## src/rtl/qiwl_pkg.sv

```systemverilog
// shared types, constants and edge tables for the quad index to wireframe converter
package qiwl_pkg;

    localparam int INDEX_BITS = 32;
    localparam int FIELD_BITS = 32;
    localparam int GROUP_QUAD = 6;
    localparam int GROUP_TRI  = 3;
    localparam int Q_DEPTH    = 2;
    localparam int FILL_BITS  = $clog2(GROUP_QUAD);
    localparam int STEP_BITS  = 4;
    localparam int QPTR_BITS  = $clog2(Q_DEPTH);
    localparam int QCNT_BITS  = $clog2(Q_DEPTH + 1);

    typedef logic [INDEX_BITS-1:0] t_idx;

    typedef struct packed {
        logic [FIELD_BITS-1:0] vertex_index;
        logic                  list_end;
    } t_in;

    typedef struct packed {
        logic [FIELD_BITS-1:0] line_index;
        logic                  index_valid;
        logic                  run_last;
    } t_out;

    typedef enum logic [1:0] {
        KIND_EMPTY   = 2'd0,
        KIND_TRI     = 2'd1,
        KIND_TWO_TRI = 2'd2,
        KIND_QUAD    = 2'd3
    } t_kind;

    // one unit of work for the back end: a gathered group and how to outline it
    typedef struct packed {
        t_idx [GROUP_QUAD-1:0] slots;
        t_kind                 kind;
        logic                  last;
    } t_job;

    function automatic logic [STEP_BITS-1:0] job_len(input t_kind kind);
        logic [STEP_BITS-1:0] len;
        case (kind)
            KIND_EMPTY:   len = STEP_BITS'(1);
            KIND_TRI:     len = STEP_BITS'(6);
            KIND_TWO_TRI: len = STEP_BITS'(12);
            KIND_QUAD:    len = STEP_BITS'(8);
            default:      len = STEP_BITS'(1);
        endcase
        return len;
    endfunction

    // which gathered slot feeds a given output position
    function automatic logic [FILL_BITS-1:0] slot_sel(input t_kind kind,
                                                       input logic [STEP_BITS-1:0] step);
        logic [FILL_BITS-1:0] s;
        s = '0;
        case (kind)
            KIND_QUAD: begin
                case (step)
                    4'd1, 4'd2: s = 3'd1;
                    4'd3, 4'd4: s = 3'd2;
                    4'd5, 4'd6: s = 3'd4;
                    default:    s = 3'd0;
                endcase
            end
            KIND_TRI, KIND_TWO_TRI: begin
                case (step)
                    4'd1, 4'd2:  s = 3'd1;
                    4'd3, 4'd4:  s = 3'd2;
                    4'd6, 4'd11: s = 3'd3;
                    4'd7, 4'd8:  s = 3'd4;
                    4'd9, 4'd10: s = 3'd5;
                    default:     s = 3'd0;
                endcase
            end
            default: s = '0;
        endcase
        return s;
    endfunction

endpackage

```

## src/rtl/qiwl_front.sv

```systemverilog
// front end: gathers indices into groups, detects grid quads, issues jobs
module qiwl_front (
    input  logic          i_clk,
    input  logic          i_rst_n,
    input  logic          i_in_valid,
    output logic          o_in_ready,
    input  qiwl_pkg::t_in i_in,
    output logic          o_job_valid,
    input  logic          i_job_ready,
    output qiwl_pkg::t_job o_job
);
    import qiwl_pkg::*;

    t_idx [GROUP_QUAD-1:0]  r_grp;
    logic [FILL_BITS-1:0]   r_fill;
    logic                   r_tri;
    logic [FILL_BITS-1:0]   n_fill;
    logic                   n_tri;

    t_idx                   v;
    t_idx [GROUP_QUAD-1:0]  slots;
    logic [FILL_BITS-1:0]   cnt;
    logic                   grid;
    logic                   emit;
    t_kind                  kind;
    logic                   accept;

    assign o_in_ready = i_job_ready;
    assign accept     = i_in_valid && i_job_ready;
    assign v          = t_idx'(i_in.vertex_index);

    always_comb begin
        slots        = r_grp;
        slots[r_fill] = v;
        cnt          = r_fill + FILL_BITS'(1);
        grid = (slots[1] == slots[0] + t_idx'(1)) && (slots[3] == slots[2]) &&
               (slots[4] == slots[3] - t_idx'(1)) && (slots[5] == slots[0]);
        emit   = 1'b0;
        kind   = KIND_EMPTY;
        n_fill = cnt;
        n_tri  = r_tri;
        if (r_tri) begin
            if (cnt == FILL_BITS'(GROUP_TRI)) begin
                emit   = 1'b1;
                kind   = KIND_TRI;
                n_fill = '0;
            end
        end else if (32'(cnt) == 32'(GROUP_QUAD)) begin
            emit   = 1'b1;
            kind   = grid ? KIND_QUAD : KIND_TWO_TRI;
            n_tri  = !grid;
            n_fill = '0;
        end
        if (i_in.list_end) begin
            // partial quad group of three to five yields one triangle
            if (!emit && n_fill >= FILL_BITS'(GROUP_TRI)) begin
                kind = KIND_TRI;
            end
            emit   = 1'b1;
            n_fill = '0;
            n_tri  = 1'b0;
        end
    end

    always_ff @(posedge i_clk) begin
        if (!i_rst_n) begin
            r_fill <= '0;
            r_tri  <= 1'b0;
        end else if (accept) begin
            r_fill <= n_fill;
            r_tri  <= n_tri;
        end
    end

    always_ff @(posedge i_clk) begin
        if (accept) begin
            r_grp[r_fill] <= v;
        end
    end

    assign o_job_valid = accept && emit;
    assign o_job.slots = slots;
    assign o_job.kind  = kind;
    assign o_job.last  = i_in.list_end;

endmodule

```

## src/rtl/qiwl_queue.sv

```systemverilog
// short job queue between front and back ends
module qiwl_queue (
    input  logic           i_clk,
    input  logic           i_rst_n,
    input  logic           i_push,
    input  qiwl_pkg::t_job i_job,
    output logic           o_not_full,
    input  logic           i_pop,
    output logic           o_head_valid,
    output qiwl_pkg::t_job o_head
);
    import qiwl_pkg::*;

    t_job                 r_mem [Q_DEPTH];
    logic [QPTR_BITS-1:0] r_wr;
    logic [QPTR_BITS-1:0] r_rd;
    logic [QCNT_BITS-1:0] r_cnt;
    logic                 do_push;
    logic                 do_pop;

    assign o_not_full   = r_cnt != QCNT_BITS'(Q_DEPTH);
    assign o_head_valid = r_cnt != '0;
    assign o_head       = r_mem[r_rd];
    assign do_push      = i_push && o_not_full;
    assign do_pop       = i_pop && o_head_valid;

    always_ff @(posedge i_clk) begin
        if (!i_rst_n) begin
            r_wr  <= '0;
            r_rd  <= '0;
            r_cnt <= '0;
        end else begin
            if (do_push) begin
                r_wr <= r_wr + QPTR_BITS'(1);
            end
            if (do_pop) begin
                r_rd <= r_rd + QPTR_BITS'(1);
            end
            r_cnt <= r_cnt + QCNT_BITS'(do_push) - QCNT_BITS'(do_pop);
        end
    end

    always_ff @(posedge i_clk) begin
        if (do_push) begin
            r_mem[r_wr] <= i_job;
        end
    end

endmodule

```

## src/rtl/qiwl_back.sv

```systemverilog
// back end: walks job edge tables, one line index per cycle unless stalled
module qiwl_back (
    input  logic           i_clk,
    input  logic           i_rst_n,
    input  logic           i_job_valid,
    input  qiwl_pkg::t_job i_job,
    output logic           o_pop,
    output logic           o_out_valid,
    input  logic           i_out_ready,
    output qiwl_pkg::t_out o_out
);
    import qiwl_pkg::*;

    logic [STEP_BITS-1:0] r_step;
    logic                 r_out_valid;
    t_out                 r_out;
    logic [STEP_BITS-1:0] len;
    logic                 final_step;
    logic                 load;
    t_out                 n_out;

    assign len        = job_len(i_job.kind);
    assign final_step = r_step == len - STEP_BITS'(1);
    assign load       = i_job_valid && (!r_out_valid || i_out_ready);
    assign o_pop      = load && final_step;

    always_comb begin
        n_out.line_index  = FIELD_BITS'(i_job.slots[slot_sel(i_job.kind, r_step)]);
        n_out.index_valid = 1'b1;
        n_out.run_last    = i_job.last && final_step;
        if (i_job.kind == KIND_EMPTY) begin
            n_out.line_index  = '0;
            n_out.index_valid = 1'b0;
        end
    end

    always_ff @(posedge i_clk) begin
        if (!i_rst_n) begin
            r_step      <= '0;
            r_out_valid <= 1'b0;
        end else begin
            if (load) begin
                r_step <= final_step ? '0 : r_step + STEP_BITS'(1);
            end
            if (load) begin
                r_out_valid <= 1'b1;
            end else if (i_out_ready) begin
                r_out_valid <= 1'b0;
            end
        end
    end

    always_ff @(posedge i_clk) begin
        if (load) begin
            r_out <= n_out;
        end
    end

    assign o_out_valid = r_out_valid;
    assign o_out       = r_out;

    a_step_in_range: assert property (@(posedge i_clk) disable iff (!i_rst_n)
        i_job_valid |-> r_step < len)
        else $error("edge step past end of job");

    a_marker_is_last: assert property (@(posedge i_clk) disable iff (!i_rst_n)
        r_out_valid && !r_out.index_valid |-> r_out.run_last)
        else $error("bare end marker without run_last");

    a_pop_marks_end: assert property (@(posedge i_clk) disable iff (!i_rst_n)
        o_pop |=> r_out.run_last == $past(i_job.last))
        else $error("run_last does not follow list end of finished job");

endmodule

```

## src/rtl/quad_index_to_wireframe_lines.sv

```systemverilog
// top level of the quad-aware triangle index to wireframe line converter
// a group's closing index transfer queues a job; the back end registers its first line index
// one line index per cycle unless stalled; a grid quad gives 8 line indices, a triangle 6
// input is taken while the two-entry job queue has room, set by the single output port
// reset: synchronous active low, clears fill count, mode, queue pointers and output valid
// group store holds no reset value and is only read where written in the current group
module quad_index_to_wireframe_lines (
    input  logic            i_clk,
    input  logic            i_rst_n,
    input  logic            i_in_valid,
    output logic            o_in_ready,
    input  qiwl_pkg::t_in   i_in,
    output logic            o_out_valid,
    input  logic            i_out_ready,
    output qiwl_pkg::t_out  o_out
);
    import qiwl_pkg::*;

    logic job_valid;
    logic q_not_full;
    t_job job;
    logic head_valid;
    t_job head;
    logic pop;

    qiwl_front u_front (
        .i_clk       (i_clk),
        .i_rst_n     (i_rst_n),
        .i_in_valid  (i_in_valid),
        .o_in_ready  (o_in_ready),
        .i_in        (i_in),
        .o_job_valid (job_valid),
        .i_job_ready (q_not_full),
        .o_job       (job)
    );

    qiwl_queue u_queue (
        .i_clk        (i_clk),
        .i_rst_n      (i_rst_n),
        .i_push       (job_valid),
        .i_job        (job),
        .o_not_full   (q_not_full),
        .i_pop        (pop),
        .o_head_valid (head_valid),
        .o_head       (head)
    );

    qiwl_back u_back (
        .i_clk       (i_clk),
        .i_rst_n     (i_rst_n),
        .i_job_valid (head_valid),
        .i_job       (head),
        .o_pop       (pop),
        .o_out_valid (o_out_valid),
        .i_out_ready (i_out_ready),
        .o_out       (o_out)
    );

endmodule

```

## config.mk

```make
export PLATFORM = sky130hd
export DESIGN_NAME = quad_index_to_wireframe_lines
export DESIGN_NICKNAME = d
export VERILOG_FILES = /design/src/rtl/qiwl_pkg.sv /design/src/rtl/qiwl_front.sv /design/src/rtl/qiwl_queue.sv /design/src/rtl/qiwl_back.sv /design/src/rtl/quad_index_to_wireframe_lines.sv
export SDC_FILE = /design/constraint.sdc
export NUM_CORES = 1
export LEC_CHECK = 0
export BUFFER_PORTS_ARGS = -buffer_cell sky130_fd_sc_hd__buf_4
export CORE_MARGIN = 2
export CORE_UTILIZATION = 59
export CTS_CLUSTER_SIZE = 8
export DETAILED_ROUTE_END_ITERATION = 8
export PLACE_DENSITY = 0.85
export SYNTH_ARGS = -nofsm -noshare
export SYNTH_HDL_FRONTEND = slang
export SYNTH_SLANG_ARGS = --single-unit
```

## constraint.sdc

```tcl
create_clock -name i_clk -period 18.4 [get_ports i_clk]
set_clock_uncertainty 0.15 [all_clocks]
set_input_delay 1.84 -clock i_clk [delete_from_list [all_inputs] [get_ports i_clk]]
set_output_delay 1.84 -clock i_clk [all_outputs]
set_load 0.1 [all_outputs]
```

==> impl_results.md <==
* Arr. time, crit path at 6300 ps
* Critical path startpoint category: flop
* NumNets Final at 2475
* Leading register cell type out of synthesis: edfxtp_1
* Outcome: finished clean
* Synth top area share at 58.4%
* Largest family of logic cells by synthesized area: multiplexers
* Clock transition at the register clock pins on the worst setup and hold paths after CTS at 50 ps
* Syn Std Cell Area at 0.0317 mm^2
* Global route overflow at 0
* Share of the synthesized netlist area taken by xor and xnor gates at 7.86%
* Library cell occupying the most area in the post-synthesis netlist: edfxtp_1
* Top cells by area in the synthesized netlist: edfxtp_1 58%, mux4_2 6.8%, xnor2_1 4.4%
* Adder-cell share of the synthesized area at 0.711%
* ANT nets after route at 0
* Horiz. Die Dim at 236 um
* Final setup margin at 12440 ps
* Flops & latches, synth at 633
* Worst supply voltage drop on vdd at 0.107 mV
* Share of async-settable or async-resettable flops after synthesis at 0%
* Simple-gate share of the synthesized area at 9.75%
* Final Cycle Share at 32.4%
* Source of the worst register-to-register timing path: u_front.r_fill[0]$_SDFFE_PN0P_
* Total of max-cap violations at 0
* Wire length of the first global-routing pass at 142000 um
* Number of failing setup endpoints in the final timing report at 0
* IO Port Bufs at 72
* Die footprint at 0.0555 mm^2
* CTS HTree Levels at 3
* Sink count of the clock tree at 633
* Share of synthesized area spent on multiplexers at 12.9%
* 1st-iter DRT viols at 3024
* Slowest CP cell: a22oi_1
* Routed via count at 21700
* I/O pin count at 73
* Total routing resource utilization after global routing at 35.0%
* Post-synthesis to final-layout area growth at 11.0%
* Drt drc at 0
* Placed Cells at 3017
* CTS Buf Count at 89
* Gp weighted congestion at 1.00
* Cell type with the highest occurrence count on the critical path: a21oi_1
* Post-CTS setup repair buffer count at 0
* Total number of placement rows at 84
* Largest buffer count on any clock path at 3
* Period minus WS final at 5960 ps
* DPL Wire Length at 63800 um
* Root Buffer: clkbuf_16
* Top cells by count, synth: 616 x edfxtp_1, 275 x nand2_1, 160 x xnor2_1, 142 x clkbuf_1, 124 x a21oi_1
* Routed WL at 96900 um
* Slew @ Worst Pin at 1340 ps
* Average via count per standard cell at 6.92
* Total nets after synthesis at 2461
* Number of hold violations in the final report at 0
* Hold Startpoint: u_queue.r_cnt[0]$_SDFF_PN0_
* Number of library cell types mapped by synthesis at 75
* Share of the synthesized area in compound gates (AO/OA/AOI/OAI) at 6.26%
* Static leakage at 0.0120 uW
* Cell with the most instances after synthesis: edfxtp_1
* Wire length per cell after detailed routing at 30.9 um
* Initial Utilization at 60.0%
* Final-report max-slew violation count at 0
* Data required time of the critical path at 18730 ps
* Via count of the first global-routing pass at 21100
* Initial antenna violation count at 3
* EDFF count, synth at 616
* Worst hold-check path type: reg2reg
* Synthesized area per cell at 13.2 um^2
* Detailed Routing Iterations Pass 1 at 6
* Ordered list of cells on the worst path: buf_4 -> and3b_2 -> nor2_1 -> a21oi_1 -> ha_1 -> nor4b_1 -> nand3_1 -> a22oi_1 -> nand4b_1 -> xnor3_1 -> or4b_1 -> nor4_2 -> a41oi_1 -> a21oi_1
* Worst setup EP type: flop
* Highest net fanout along the worst path at 49
* Maximum number of pins on one net before global-route repair at 73
* Layout Cells excl Fill at 3134
* Count of synthesis-stage warnings from yosys at 0
* Critical setup path kind: reg2reg
* Sequential cell area fraction in the yosys report at 59.5%
* Critical Path Start: u_front.r_fill[0]$_SDFFE_PN0P_
* CORE AREA at 0.0528 mm^2
* Synthesized instance count at 2406
* Achievable frequency at 168 MHz
* Cts repair resizes at 0
* Power density over the cells at 114 mW/mm^2
* Worst setup slack before clock tree synthesis at 12500 ps
* TritonCTS clock tree: built
* Slew headroom at 10.8%
* Cts hold-fix bufs at 0
* Design Power at 4000 uW
* Die height at 236 um
* Clock insertion delay at the later pin of the skew report at 650 ps
* Setup TNS at 0 ps
* Layout cells sized above 1 at 18.0%
* Critical Path Max Stage Delay at 840 ps
* Setup repair after global routing missed its margin: false
[final timing paths]
check | slack (ps) | endpoint | cells after the start
setup / recovery | 12440 | u_queue.r_mem[1][1]$_DFFE_PP_ | 14
hold / removal | 390 | u_back.o_out_valid$_SDFFE_PN0P_ | 1
setup reg to reg | 12440 | u_queue.r_mem[1][1]$_DFFE_PP_ | 14
hold reg to reg | 390 | u_back.o_out_valid$_SDFFE_PN0P_ | 1
[placed cells by master, fill, tap and decap left out, types with 17 or more instances in the layout]
cell type / Yosys / final
a21oi_1: 124 / 124
buf_4: 0 / 110
clkbuf_1: 142 / 18
clkbuf_16: 0 / 91
edfxtp_1: 616 / 616
ha_1: 18 / 17
inv_1: 56 / 55
mux2_2: 104 / 104
mux2i_1: 76 / 76
mux4_2: 96 / 96
nand2_1: 275 / 275
nand3_1: 30 / 30
nand4_1: 39 / 39
nor2_1: 99 / 96
nor3_1: 66 / 64
nor4_1: 28 / 28
o21ai_0: 47 / 47
xnor2_1: 160 / 160
xor2_1: 119 / 119
[final cells by class]
cell class | instances | area [um^2]
Clock inverter | 6 | 100
Fill cell | 3511 | 17600
Clock buffer | 109 | 2340
Tap cell | 688 | 861
Sequential cell | 633 | 18800
Multi-Input combinational cell | 1530 | 12000
Antenna cell | 2 | 5.00
Timing Repair Buffer | 110 | 826
Inverter | 56 | 218
[sequential cells by signal, summed over array words and instances (netlist names), named ones only]
name / count
u_queue.r_mem: 390
u_front.r_grp: 192
u_back.o_out: 34
u_back.r_step: 4
u_front.r_fill: 3
u_queue.r_cnt: 2
u_back.o_out_valid: 1
u_front.r_tri: 1
u_queue.r_rd: 1
u_queue.r_wr: 1
[critical path: cells and delay by family, from the launching register on]
family          cells  cell delay [ps]
compound gates      4             1410
simple gates        7             2260
fa+ha+maj           1              370
flops               1              690
buf+inv             1              670
xor+xnor            1              220
[kinds of logic after synthesis]
| kind of cell | Yosys count |
|---|---|
| and+or+nand+nor | 645 |
| DFF | 633 |
| AOI/OAI and AO/OA | 310 |
| xor gates and xnor gates | 281 |
| muxes | 276 |
| buffers and inverters | 243 |
| adders and majority gates | 18 |
[per-stage QoR]
step	instance area [um^2]	hold WS [ps]	util, %
detailed placement	32700	373	62.0
global route	35100	422	66.6
finish	35200	392	66.6
CTS	35100	385	66.6
floorplan	31700	325	-
global placement	32700	341	62.0
[power breakdown]
part | internal (uW) | switching [uW] | leakage (uW)
clock | 895 | 584 | 0.00119
combinational | 239 | 463 | 0.00493
sequential | 1730 | 89.2 | 0.00592
[metal layers]
layer / global-route usage [%] / vias up / part of all wire [%]
li1: - / 9031 / -
met1: 49.4 / 10900 / 39
met2: 55.4 / 1532 / 48
met3: 6.26 / 203 / 10
met4: 12.1 / 2 / 3.1
met5: 0 / - / 0.015
(Power assumes the default switching activity.)
